<file path="src/design/imh_ram.sv">
// Generic single-write, single-read RAM with registered read data.
`timescale 1ns / 1ps
module imh_ram #(
  parameter int WIDTH = 8,
  parameter int DEPTH = 16,
  parameter int AW    = $clog2(DEPTH)
) (
  input  logic             clk,
  input  logic             we,
  input  logic [AW-1:0]    waddr,
  input  logic [WIDTH-1:0] wdata,
  input  logic [AW-1:0]    raddr,
  output logic [WIDTH-1:0] rdata
);
  logic [WIDTH-1:0] mem [DEPTH];
  logic [WIDTH-1:0] rdata_r;

  always_ff @(posedge clk) begin
    if (we) begin
      mem[waddr] <= wdata;
    end
    rdata_r <= mem[raddr];
  end

  assign rdata = rdata_r;
endmodule

</file>
<file path="config.mk">
export PLATFORM = sky130hd
export DESIGN_NAME = imh_ram
export DESIGN_NICKNAME = d
export VERILOG_FILES = /design/src/design/imh_ram.sv
export SDC_FILE = /design/constraint.sdc
export NUM_CORES = 1
export LEC_CHECK = 0
export CORE_MARGIN = 5
export CORE_UTILIZATION = 50
export DETAILED_ROUTE_END_ITERATION = 16
export DONT_BUFFER_PORTS = 1
export GPL_TIMING_DRIVEN = 0
export PLACE_DENSITY_LB_ADDON = 0.12
export SLEW_MARGIN = 10
export SYNTH_ARGS = -nofsm -noshare
export SYNTH_HDL_FRONTEND = slang
export SYNTH_SLANG_ARGS = --single-unit
</file>
<file path="constraint.sdc">
create_clock -name clk -period 1.75 [get_ports clk]
set_input_delay 0.175 -clock clk [delete_from_list [all_inputs] [get_ports clk]]
set_output_delay 0.175 -clock clk [all_outputs]
set_load 0.005 [all_outputs]
</file>
# [Word level (Yosys, flattened, before mapping)]
# Memories as Yosys holds them, arrays and structs flattened. A register that Yosys moved wholly into a read port is not among the register bits.
# Cells that the tools add are included.
[classes] n_addsub=0 n_mul=0 div=0 n_lt_le_gt_ge=0 eq_ne=0 shifts=0 mux=2 bitwise_logic=0 n_reduce_logical=0
[ops] op="$mux W1" count=2
[totals] ff_bits=0 latchBits=0 ramBits=128 romBits=0 in_bits=18 wordCells=3 mem_count=1
[mem_list] name="mem" depth=16 width=8 read_ports=1 rd_ports_with_merged_regs=1 wr=1 line="15" text="logic [WIDTH-1:0] mem [DEPTH];"

# [Longest topological paths before layout]
[depth] word_depth=2 mapped_depth=5 ltp_nobuf=3

# [Least setup slack after synthesis]
# Ideal clock, no wire load.
[synth_timing] kind="in2reg" startpoint="input waddr[2]" endpoint="memory mem[0][0], enable pin" t_arrival_ns=1.285 t_required_ns=1.367 slack_ns=0.082 cell_stages=2 n_path_buf=0 path_cell_list="or3b_2 > nor3_1"
[synth_lines] element="from (decl)" line="10" text="input logic [AW-1:0] waddr,"
[synth_lines] element="to (decl)" line="15"
# Straight into the memory's write port.

==> reports/metrics.cfg <==
[place]
postPlaceCellArea_um2 = 5330
dp_hpwl_mm = 6.23
dp_cells = 365
io_buffers = 0
dp_slack_ns = -0.0527
gp_congestion = 0.707

[timing]
finalClockSkew_ns = 0.00541
drv_slew = 0
timing.fmax_mhz = 696
final_hold_viol_count = 0
whs_ns = 0.0121
setup_violations = 0
slew_headroom_pct = 24.5
worst_slack_ns = 0.313
finalCriticalPeriod_ns = 1.44
worst_pin_slew_ns = 1.12
rsz0062_at_grt = no
fin_crit_sh_pct = 82.1

[route]
routed_wl_mm = 9.86
post-route-drc-count = 0
avgViaCountPerCell = 5.56
ant_nets = 0
drtIter0Drc = 153
first_pass_iters = 4
post_drt_wl_per_cell_um = 24.1
vias = 2275

[critical_path]
critPathTopFamily = multiplexers
crit_fanout = 1
cp_data_required_time_ns = 2.14
slowest_delay_ns = 0.50
crit_path_start_kind = flop
crit_buf_inv = 0
r2r_setup_slack_ns = 0.31
cp_slowest_cell = mux4_1
crit_chain = mux4_1 -> a22oi_1 -> nand2_1
cp.arrival_ns = 1.83
crit_type = flop to flop
crit_path_end_kind = flop

[cts]
worst_skew_pair.late_latency_ns = 0.52
h-tree-depth = 4
cts_tree = done
cts_setup_buffers = 0
cts_buffer_depth = 2
path_clk_slew_ns = 0.06
numCtsBuffers = 17
cts_sinks = 136
clockRootBuffer = clkbuf_8

[synthesis]
ys_warn_count = 0
synth_top_cells_by_count = edfxtp_1 (128), mux4_2 (18), a22oi_1 (16)
syn_nets = 247
syn-cell-area_um2 = 5150
synth_enable_flop_cells = 128
ys_types = 19
synth_flop_cell = edfxtp_1
syn-mean-instance-area_um2 = 22.5
async_flop_share_pct = 0
ys_seq_area_share_pct = 77.8
synth_top_area_share_pct = 74.7
synth_most_common_cell = edfxtp_1
synthCells = 229
yosysTopAreaCell = edfxtp_1
ys_ff_latch = 136
yosys-top-cells-area = edfxtp_1 (75%), mux4_2 (7.9%), mux4_1 (7.1%)

[floorplan]
die_h_um = 111
floorplan.rows = 37
dieArea_um2 = 12400
die_w_um = 111
io_pins = 26
core_area_um2 = 10200
start_util_pct = 50.5

[cells_and_area]
synthToLayoutAreaGrowth_pct = 17.1
final_area_um2 = 6030
fillCellCount = 756
diodes = 0
final_cell_count_no_fill = 409
fin_nets = 278
drive_above_1_share_pct = 22.3
utilization_pct = 59.2

[global_route]
grt_pass1_wl_mm = 14.6
antenna_found_initial = 0
grt_pass1_vias = 2387
grt_util_all_layers_pct = 16.8
grt_max_degree = 17
grt-ovfl-total = 0

[pwr]
internal_power_w = 0.00592
power.share.clock_pct = 46.3
p_leak_nw = 1.97
p_sw_w = 0.00149
p_sw_share_pct = 20.1
power_density_nw_per_um2 = 1230
p_comb_share_pct = 4.2
vdd_drop_max_mv = 0.536
seq_power_share_pct = 49.5

[flow_run]
max_cap_violations = 0

[outcome]
outcome = finished clean

[min_path]
min_path_type = input port to flop

## stage by stage
step | total power, W | TNS (ns)
6_report | 0.00741 | 0
5_1_grt | 0.00762 | 0
4_1_cts | 0.00744 | 0
3_5_place_dp | 0.00399 | -0.504
3_3_place_gp | 0.00398 | -4.15
2_1_floorplan | 0.00391 | 0
## flip-flops by register name, indices dropped and copies added, names as in the netlist
| signal | count |
|---|---|
| mem | 128 |
| rdata | 8 |
## layer usage
layer	up-vias	wire length (um)	track usage, %	share of wire, %
li1	1039	-	-	-
met4	0	150	5.84	1.5
met2	68	4640	25.5	47
met3	13	559	4.95	5.7
met1	1155	4510	23.5	46
met5	-	0	0	0
## cells in the final DEF, fill, tap and decap left out, types with 4 or more instances in the layout
cell type and instances:
a22oi_1 16, clkbuf_16 16, clkinv_2 4, clkinvlp_4 4, dfxtp_1 8, dlygate4sd3_1 12
edfxtp_1 128, mux4_1 14, mux4_2 18, nand2_1 9, nor2_1 13
## final cells by class
cell class	instances	area (um^2)	share of cell area (%)
Sequential cell	136	4000	66.4
Clock buffer	17	414	6.87
Timing Repair Buffer	12	120	1.99
Buffer	10	86.3	1.43
Tap cell	136	170	2.82
Clock inverter	15	160	2.66
Multi-Input combinational cell	83	1070	17.8
## repair_timing
action | in CTS | in global routing
gates resized for setup | 0 | 0
hold endpoints to repair | 144 | 8
hold buffers | 10 | 2
## power by group through the flow
stage               sequential, W  combinational [W]  clock, W
global route              0.00367           0.000342   0.00361
global placement          0.00373           0.000250         0
detailed placement        0.00374           0.000251         0
CTS                       0.00367           0.000317   0.00346
finish                    0.00367           0.000315   0.00343
floorplan                 0.00373           0.000185         0
## worst reg2reg max path, cell delays in order, from the launching register on
cell and delay [ns]:
edfxtp_1 0.38, mux4_1 0.50, a22oi_1 0.32, nand2_1 0.11
## logic make-up (layout without fill, tap and decap cells)
logic type | Yosys count | after routing | synth area share [%]
compound gates | 16 | 16 | 2.33
buf+inv | 10 | 54 | 1.68
simple gates | 35 | 35 | 3.18
mux | 32 | 32 | 15.0
flops | 136 | 136 | 77.8
## final timing paths
kind	startpoint	to	cells past startpoint
max	mem[0][0]$_DFFE_PP_	rdata[0]$_DFF_P_	3
min	waddr[0]	mem[4][0]$_DFFE_PP_	1
max reg2reg	mem[0][0]$_DFFE_PP_	rdata[0]$_DFF_P_	3
min reg2reg	mem[11][5]$_DFFE_PP_	rdata[5]$_DFF_P_	3
(Power assumes the default switching activity.)
