<file path="config.mk">
export PLATFORM = sky130hd
export DESIGN_NAME = imh_cmp
export DESIGN_NICKNAME = d
export VERILOG_FILES = /design/src/design/imh_pkg.sv /design/src/design/imh_cmp.sv
export SDC_FILE = /design/constraint.sdc
export NUM_CORES = 1
export LEC_CHECK = 0
export ABC_AREA = 0
export BUFFER_PORTS_ARGS = -buffer_cell sky130_fd_sc_hd__buf_2
export CORE_MARGIN = 4
export CORE_UTILIZATION = 55
export DETAILED_ROUTE_END_ITERATION = 8
export PLACE_DENSITY = 0.95
export SLEW_MARGIN = 20
export SYNTH_ARGS = -nofsm -noshare
export SYNTH_HDL_FRONTEND = slang
export SYNTH_SLANG_ARGS = --single-unit
</file>
<file path="constraint.sdc">
create_clock -name vclk -period 14.59
set_input_delay 2.918 -clock vclk [all_inputs]
set_output_delay 2.918 -clock vclk [all_outputs]
set_load 0.005 [all_outputs]
</file>
<file path="src/design/imh_pkg.sv">
// Shared types and constants of the indexed min-heap timer queue.
`timescale 1ns / 1ps
package imh_pkg;

  localparam int HEAP_DEPTH = 32;
  localparam int ID_COUNT   = 1024;

  localparam int FN_W   = 3;
  localparam int ID_W   = 10;
  localparam int TO_W   = 31;
  localparam int TM_W   = 48;
  localparam int ST_W   = 2;
  localparam int HA_W   = $clog2(HEAP_DEPTH);
  localparam int CNT_W  = $clog2(HEAP_DEPTH + 1);
  localparam int XW     = HA_W + 1;
  localparam int SID_AW = $clog2(ID_COUNT);

  localparam logic [TM_W-1:0] TIME_MAX = {TM_W{1'b1}};
  localparam logic [TO_W-1:0] WAIT_MAX = {TO_W{1'b1}};

  typedef enum logic [FN_W-1:0] {
    FN_ADD   = 3'd0,
    FN_ADJ   = 3'd1,
    FN_FIRE  = 3'd2,
    FN_TICK  = 3'd3,
    FN_POP   = 3'd4,
    FN_CLEAR = 3'd5
  } func_t;

  typedef enum logic [ST_W-1:0] {
    STS_OK      = 2'd0,
    STS_UNKNOWN = 2'd1,
    STS_FULL    = 2'd2,
    STS_EMPTY   = 2'd3
  } status_t;

  typedef enum logic [4:0] {
    ST_CLR, ST_IDLE, ST_DISP, ST_ID_HEAP, ST_ID_CHK, ST_DEL, ST_DEL_LAST,
    ST_DN_RD, ST_DN_L, ST_DN_R, ST_DN_DEC, ST_DN_END,
    ST_UP_RD, ST_UP_CMP, ST_FIN, ST_FIRE, ST_TICK_RD, ST_TICK_CHK, ST_STATUS
  } state_t;

  typedef struct packed {
    logic [TM_W-1:0] expiry;
    logic [ID_W-1:0] owner;
  } entry_t;

  localparam int ENTRY_W = $bits(entry_t);

endpackage

</file>
<file path="src/design/imh_cmp.sv">
// Shared expiry comparator and wait subtractor.
`timescale 1ns / 1ps
module imh_cmp (
  input  logic [imh_pkg::TM_W-1:0] a,
  input  logic [imh_pkg::TM_W-1:0] b,
  output logic                     lt,
  output logic [imh_pkg::TO_W-1:0] wait_sat
);
  import imh_pkg::*;
  logic [TM_W-1:0] diff;

  assign lt   = a < b;
  assign diff = b - a;
  assign wait_sat = (diff[TM_W-1:TO_W] != '0) ? WAIT_MAX : diff[TO_W-1:0];
endmodule

</file>
# After elaboration in Yosys (flattened, before gate mapping)
# Index checks and enable logic that the tools add are counted.
[classes] div_mod_pow=0 reduce_logical=1 n_addsub=1 order_cmp=1 bitwise_logic=0 n_mul=0 shifts=0 muxes=1 eq_ne=0
[op_table] operator="48-bit < comparator" n=1
[op_table] operator="48-bit subtractor" n=1
[op_table] operator="31-bit 2-to-1 mux" n=1
[op_table] operator="17-bit nonzero test" n=1
[totals] n_memories=0 ram_bits=0 romBits=0 in_bits=96 reg_bits=0 elab_cells=4 output_inout_bits=32 latchBits=0

# Longest topological paths before layout
# Gate-level depths: netlist of the first run.
[logic_depth] depth_word=3 depth_mapped=15 depth_no_buf=13

# Worst setup path after synthesis of the first run
# No wires, ideal clock.
[synth_timing] kind="input port to output port" start="input port b[0] (netlist bit)" end="output port wait_sat[20] (netlist bit)" n_path_buf=2 t_required_ns=11.672 arrival_ns=5.810 stages=15 setup_slack_ns=5.862 cell_sequence="inv_1 -> ha_1 -> inv_1 -> fa_1 -> a211oi_2 -> o31ai_4 -> a21oi_1 -> a211oi_1 -> or4_1 -> a211oi_2 -> nand4_1 -> nor4_2 -> buf_2 -> buf_4 -> nand4b_1"
[synth_via] elab_chain_len=3
[synth_lines] element="start, declared" line_no="imh_cmp.sv:5" rtl="input logic [imh_pkg::TM_W-1:0] b,"
[synth_lines] element="48-bit subtractor (*)" line_no="imh_cmp.sv:13" rtl="assign diff = b - a;"
[synth_lines] element="17-bit nonzero test" line_no="imh_cmp.sv:14" rtl="assign wait_sat = (diff[TM_W-1:TO_W] != '0) ? WAIT_MAX : diff[TO_W-1:0];"
[synth_lines] element="31-bit 2-to-1 mux (*)" line_no="imh_cmp.sv:14"
[synth_lines] element="end, declared" line_no="imh_cmp.sv:7" rtl="output logic [imh_pkg::TO_W-1:0] wait_sat"
# Every way passes the cells marked *; elsewhere a longest branch is shown, timed or not.

# Worst setup path in the final report of the first run
[layout_timing] start="input port b[0] (netlist bit)" end="output port wait_sat[1] (netlist bit)"
# The elaborated chain is that of the path after synthesis.

==> results.rst, run 1 <==
.. list-table::
   :header-rows: 1

   * - Metric
     - Value
   * - Top-level port count
     - ~130
   * - Cell-by-cell trace of the critical path
     - buf_2 -> inv_1 -> ha_1 -> inv_1 -> fa_1 -> a211oi_2 -> o31ai_4 -> a21oi_1 -> a211oi_1 -> or4_1 -> a211oi_2 -> nand4_1 -> nor4_4 -> buf_4 -> or4b_1 -> buf_2
   * - Final critical path time including I/O delays and setup
     - ~9.6 ns
   * - Ratio of final minimum period to clock period
     - about two thirds
   * - Multi-input gate area
     - approximately 3400 um2
   * - Startpoint of the worst hold path
     - b[1]
   * - Worst hold path stage count
     - 4
   * - Die Y-Extent
     - around 90 um
   * - Category of the worst setup path launch point
     - input port
   * - Warnings from Yosys
     - 0
   * - VDD IR-drop max
     - between 0.00003 and 0.00004 V
   * - Total power divided by cell area
     - ~44 nW/um2
   * - Critical-path top delay cell
     - sky130_fd_sc_hd__or4b_1
   * - Number of cells produced by synthesis
     - a little under 600
   * - Largest net degree at the start of global routing
     - 31
   * - HPWL after detailed placement
     - between 10000 and 15000 um
   * - Most area-consuming cells after synthesis
     - sky130_fd_sc_hd__ha_1 (16%), sky130_fd_sc_hd__a21oi_1 (9.2%), sky130_fd_sc_hd__nand2_1 (7.5%)
   * - Peak Freq
     - about 100 MHz
   * - Tot Pwr
     - around 0.00019 W
   * - CORE AREA
     - roughly 6500 um2
   * - Number of antenna violations at the first check in global routing
     - 0
   * - Sequential-to-total area share from yosys stat
     - 0%
   * - CP endpoint kind
     - output port
   * - FFs & Latches
     - 0
   * - Total number of vias
     - around 4800
   * - Run status
     - finished clean
   * - Commonest cells after routing, fill and taps aside
     - sky130_fd_sc_hd__buf_2 (128), sky130_fd_sc_hd__nand2_1 (74), sky130_fd_sc_hd__a21oi_1 (68), sky130_fd_sc_hd__inv_1 (60), sky130_fd_sc_hd__ha_1 (48)
   * - Chip Width
     - between 90 and 100 um
   * - Cell taking the most area after synthesis
     - sky130_fd_sc_hd__ha_1
   * - Tightest slew margin relative to the limit
     - between 40 and 50%
   * - Global-route wire length before repair
     - roughly 21000 um
   * - Least-Margin Pin Slew
     - approximately 0.88 ns
   * - Global route overflow
     - 0
   * - Number of max-cap violations
     - 0
   * - Maximum cell stage delay along the critical path
     - ~0.48 ns
   * - Number of antenna repair diodes
     - 0
   * - Clock tree buffer count of the final layout
     - 0
   * - Share of post-route cells with drive strength above 1
     - ~22%
   * - Max Fanout on Critical Path
     - 30
   * - Via-to-Cell Ratio
     - between 6 and 7
   * - Setup violation total in the final timing report
     - 0
   * - Hold-fix buffers at CTS
     - 0
   * - 1st-pass router iterations
     - 5
   * - Routed wire per std cell
     - about 17 um
   * - Antenna viol nets, final
     - 0
   * - Post-Syn Area per Cell
     - around 6.4 um2
   * - End of the worst hold path
     - wait_sat[1]
   * - Register cell area after layout
     - 0 um2
   * - Number of distinct library cell variants in the gate-level netlist after synthesis
     - 57
   * - Number of design rule violations left after detail routing
     - 0
   * - Initial standard-cell utilization of the core
     - 57.4%
   * - Type of the worst min-delay path
     - input port to output port
   * - Count of final max-slew check failures
     - 0
   * - Count of input and output buffers
     - around 130
   * - Global placement routability congestion
     - roughly 0.95
   * - RSZ-0062 raised after global routing
     - no
   * - Number of global-route vias before repair
     - 4488
   * - Arrival time of data at the critical path endpoint
     - around 6.7 ns
   * - Required time at the worst-slack endpoint
     - approximately 12 ns
   * - Post-CTS repair timing setup buffer count
     - 0
   * - Number of gates given a new drive strength after cts
     - 0
   * - Synthesized net count
     - 727
   * - Type of the worst setup path
     - input port to output port
   * - Fin nets
     - roughly 830
   * - Total number of placement rows
     - 29
   * - Fill cells
     - approximately 620
   * - Cell leakage power
     - 1.97 nW
   * - Combined area of all synthesized cells
     - 3710 um2
   * - GRT Util Overall
     - a little under a third
   * - Routed wire length
     - about 13000 um
   * - Final hold violation count
     - 0
   * - Full die area
     - ~8100 um2
   * - Relative area change from synthesis to final layout
     - 17.3%
   * - Area share of the largest cell type after synthesis
     - 16.2%
   * - DRT iter0 DRCs
     - between 400 and 500
   * - Total Negative Setup Slacks
     - 0 ns
   * - Commonest non-fill, non-tap cell in the layout
     - sky130_fd_sc_hd__buf_2
## cell type report
class,instances,area share [%]
multi-input combinational,492,77.5
timing repair buffer,130,15.1
inverter,60,5.18
tap,77,2.22
## worst max path at each step
| stage | from | endpoint | slack, ns | cells after the start |
|---|---|---|---|---|
| floorplan | b[0] | wait_sat[20] | 5.86 | 15 |
| CTS | b[0] | wait_sat[1] | 5.06 | 16 |
| global route | a[2] | wait_sat[1] | 4.76 | 13 |
| detailed placement | b[0] | wait_sat[1] | 5.07 | 16 |
| global placement | b[0] | wait_sat[1] | 5.18 | 16 |
| finish | b[0] | wait_sat[1] | 5.01 | 16 |
## synth_stat cells, types with 6 or more instances
library cell               number
sky130_fd_sc_hd__nor4_1         8
sky130_fd_sc_hd__a31oi_1        6
sky130_fd_sc_hd__o21ai_0       26
sky130_fd_sc_hd__o211ai_1      10
sky130_fd_sc_hd__o21ai_1       10
sky130_fd_sc_hd__nor2_1        36
sky130_fd_sc_hd__nand2_1       74
sky130_fd_sc_hd__o21a_1         7
sky130_fd_sc_hd__nor3_1        14
sky130_fd_sc_hd__xnor2_1       17
sky130_fd_sc_hd__a21oi_1       68
sky130_fd_sc_hd__inv_1         60
sky130_fd_sc_hd__buf_2          9
sky130_fd_sc_hd__o21bai_1       7
sky130_fd_sc_hd__xor2_1        20
sky130_fd_sc_hd__clkbuf_1      20
sky130_fd_sc_hd__nand4b_1      30
sky130_fd_sc_hd__ha_1          48
sky130_fd_sc_hd__nand4_1       22
sky130_fd_sc_hd__nand3_1        9
## stage by stage
stage / util, % / worst slack, ns / cells / instance area, um2 / hold WS, ns
after global placement: 67.3 / 5.18 / 759 / 4350 / 6.28
final: 67.3 / 5.01 / 759 / 4350 / 6.29
after global routing: 67.3 / 4.76 / 759 / 4350 / 6.32
after detailed placement: 67.3 / 5.07 / 759 / 4350 / 6.30
after floorplan: - / 5.86 / 582 / 3710 / 6.07
after CTS: 67.3 / 5.06 / 759 / 4350 / 6.29
## logic make-up after synthesis
family | synth area share (%)
compound gates | 31.8
xor+xnor | 8.74
fa+ha+maj | 16.7
buf+inv | 9.52
mux | 1.49
simple gates | 31.7
## routing by layer
layer | vias to the layer above | wire (um) | GRT usage (%)
met2 | 258 | 5890 | 51.0
met5 | - | 0 | 0
met4 | 0 | 237 | 5.61
li1 | 2350 | - | -
met1 | 2190 | 5660 | 40.9
met3 | 19 | 1170 | 4.01
## worst max-delay path, delay by kind of cell
kind                     cells  cell delay (ns)
AO/OA/AOI/OAI                5             1.07
adder cells (fa/ha/maj)      2             0.58
AND/OR/NAND/NOR              4             1.38
buffers and inverters        5             0.71
## power breakdown
group,internal [W],leakage (nW),switching [W],total (W)
Combinational,0.0000733,1.97,0.000117,0.000191
Clock,0,0,0,0
Sequential,0,0,0,0
Total,0.0000733,1.97,0.000117,0.000191
Power figures use the tool's default switching activity.
==> run 2: changes to the inputs <==
Settings changed: ABC_AREA 0 to 1.
Clock period 14.59 ns to 9.2 ns, I/O delays scaled along.
==> results.rst, run 2 <==
.. list-table::
   :header-rows: 1

   * - Metric
     - Value
   * - Run status
     - finished clean
   * - Setup violation total in the final timing report
     - 0
   * - Most area-consuming cells after synthesis
     - sky130_fd_sc_hd__nand2_1 (28%), sky130_fd_sc_hd__inv_1 (18%), sky130_fd_sc_hd__ha_1 (13%)
   * - Initial standard-cell utilization of the core
     - 57.7%
   * - Commonest cells after routing, fill and taps aside
     - sky130_fd_sc_hd__nand2_1 (340), sky130_fd_sc_hd__inv_1 (222), sky130_fd_sc_hd__buf_2 (128), sky130_fd_sc_hd__nor2_1 (81), sky130_fd_sc_hd__ha_1 (48)
   * - Post-Syn Area per Cell
     - 4.91 um2
   * - Count of input and output buffers
     - 128
   * - Tot Pwr
     - between 0.0003 and 0.0004 W
   * - Category of the worst setup path launch point
     - input port
   * - Antenna viol nets, final
     - 0
   * - Number of antenna repair diodes
     - 0
   * - Number of gates given a new drive strength after cts
     - 0
   * - Full die area
     - ~10000 um2
   * - Routed wire length
     - approximately 15000 um
   * - RSZ-0062 raised after global routing
     - no
   * - Post-CTS repair timing setup buffer count
     - 0
   * - Global route overflow
     - 0
   * - Slack of the critical path
     - around 2.5 ns
   * - CORE AREA
     - slightly below 8000 um2
   * - Routed wire per std cell
     - around 13 um
   * - Via-to-Cell Ratio
     - approximately 5.2
   * - Cell with the most instances after synthesis
     - sky130_fd_sc_hd__nand2_1
   * - Synthesized net count
     - 1066
   * - Number of cells produced by synthesis
     - about 920
   * - Commonest non-fill, non-tap cell in the layout
     - sky130_fd_sc_hd__nand2_1
   * - Global-route wire length before repair
     - roughly 24000 um
   * - Util after Layout
     - between 60% and 70%
   * - Register cell area after layout
     - 0 um2
   * - Warnings from Yosys
     - 0
   * - Peak Freq
     - 148 MHz
   * - Cell taking the most area after synthesis
     - sky130_fd_sc_hd__nand2_1
   * - Count of final max-slew check failures
     - 0
   * - Number of global-route vias before repair
     - about 5500
   * - GRT Util Overall
     - between 20% and 30%
   * - Ratio of final minimum period to clock period
     - approximately three quarters
   * - 1st-pass router iterations
     - 5
   * - FFs & Latches
     - 0
   * - Die Y-Extent
     - around 99 um
   * - Top-level port count
     - about 130
   * - Tightest slew margin relative to the limit
     - between 20% and 30%
   * - DRT iter0 DRCs
     - between 300 and 400
   * - HPWL after detailed placement
     - ~14000 um
   * - Synth cell count leaders
     - sky130_fd_sc_hd__nand2_1 (340), sky130_fd_sc_hd__inv_1 (222), sky130_fd_sc_hd__nor2_1 (81)
   * - Type of the worst min-delay path
     - input port to output port
   * - Final hold violation count
     - 0
   * - Arrival time of data at the critical path endpoint
     - slightly below 5 ns
   * - Least-Margin Pin Slew
     - ~1.1 ns
   * - Sequential-to-total area share from yosys stat
     - 0%
   * - Number of antenna violations at the first check in global routing
     - 0
   * - Total Negative Setup Slacks
     - 0 ns
   * - Fin nets
     - 1187
   * - Hold-fix buffers at CTS
     - 0
   * - Type of the worst setup path
     - input port to output port
   * - Share of post-route cells with drive strength above 1
     - 15.7%
   * - Max Fanout on Critical Path
     - 31
   * - Number of design rule violations left after detail routing
     - 0
   * - CP endpoint kind
     - output port
   * - Worst setup slack before clock tree synthesis
     - 2.53 ns
   * - Clock tree buffer count of the final layout
     - 0
   * - Chip Width
     - 98.7 um
   * - Number of distinct library cell variants in the gate-level netlist after synthesis
     - 33
   * - Largest net degree at the start of global routing
     - 32
   * - Required time at the worst-slack endpoint
     - 7.36 ns
   * - Final critical path time including I/O delays and setup
     - 6.75 ns
   * - Relative area change from synthesis to final layout
     - 15.2%
   * - Cell leakage power
     - 3.25 nW
   * - Total number of placement rows
     - 32
   * - Number of max-cap violations
     - 0
   * - Fill cells
     - around 850
   * - Combined area of all synthesized cells
     - 4530 um2
   * - Total number of vias
     - roughly 5900
   * - Total power divided by cell area
     - between 50 and 60 nW/um2
   * - Global placement routability congestion
     - slightly below 1
   * - VDD IR-drop max
     - ~0.000033 V
   * - Final Hold Slack
     - ~4.1 ns
   * - Area share of the largest cell type after synthesis
     - between 20% and 30%
-- run 2: cell type report --
| class | instances | area, um2 | area share [%] |
|---|---|---|---|
| Tap cell | 102 | 128 | 2.45 |
| Inverter | 224 | 841 | 16.1 |
| Multi-Input combinational cell | 688 | 3600 | 69.1 |
| Timing Repair Buffer | 128 | 641 | 12.3 |
-- run 2: final timing paths --
kind,endpoint,slack (ns),cells past startpoint,startpoint
hold / removal,wait_sat[0],4.12,4,a[0]
setup / recovery,wait_sat[9],2.45,20,b[0]
-- run 2: power breakdown --
part	internal (W)	total, W	switching (W)
clock network	0	0	0
logic	0.000108	0.000308	0.000200
registers	0	0	0
total	0.000108	0.000308	0.000200
-- run 2: critical path, cell delays in order --
cell and delay, ns:
sky130_fd_sc_hd__buf_2 0.10, sky130_fd_sc_hd__inv_1 0.05, sky130_fd_sc_hd__ha_1 0.16, sky130_fd_sc_hd__inv_1 0.09, sky130_fd_sc_hd__fa_1 0.41, sky130_fd_sc_hd__nand2_1 0.09
sky130_fd_sc_hd__nand2_1 0.08, sky130_fd_sc_hd__nand3_1 0.09, sky130_fd_sc_hd__nand2_1 0.14, sky130_fd_sc_hd__nand2_1 0.09, sky130_fd_sc_hd__nand2_1 0.16, sky130_fd_sc_hd__nand2_1 0.12
sky130_fd_sc_hd__nand2_1 0.07, sky130_fd_sc_hd__nand2_1 0.06, sky130_fd_sc_hd__nand2_1 0.08, sky130_fd_sc_hd__nor2_1 0.11, sky130_fd_sc_hd__nand3_1 0.12, sky130_fd_sc_hd__nor2_4 0.65
sky130_fd_sc_hd__nand4_1 0.19, sky130_fd_sc_hd__buf_2 0.19
-- run 2: cells by family (layout without fill, tap and decap cells) --
family	after synthesis	after routing	synth area share (%)
fa+ha+maj	49	49	13.7
xor+xnor	29	29	5.61
compound gates	57	57	7.08
simple gates	553	553	53.2
buf+inv	233	352	20.4
-- run 2: routing by layer --
layer	GRT usage, %	routed length (um)
met1	40.7	6710
met2	51.0	6820
met3	2.62	1360
met4	6.30	277
met5	0	0
-- run 2: per-stage QoR --
| step | area [um2] | instances |
|---|---|---|
| floorplan | 4530 | 921 |
| global placement | 5210 | 1142 |
| detailed placement | 5210 | 1142 |
| CTS | 5210 | 1142 |
| global route | 5210 | 1142 |
| finish | 5210 | 1142 |
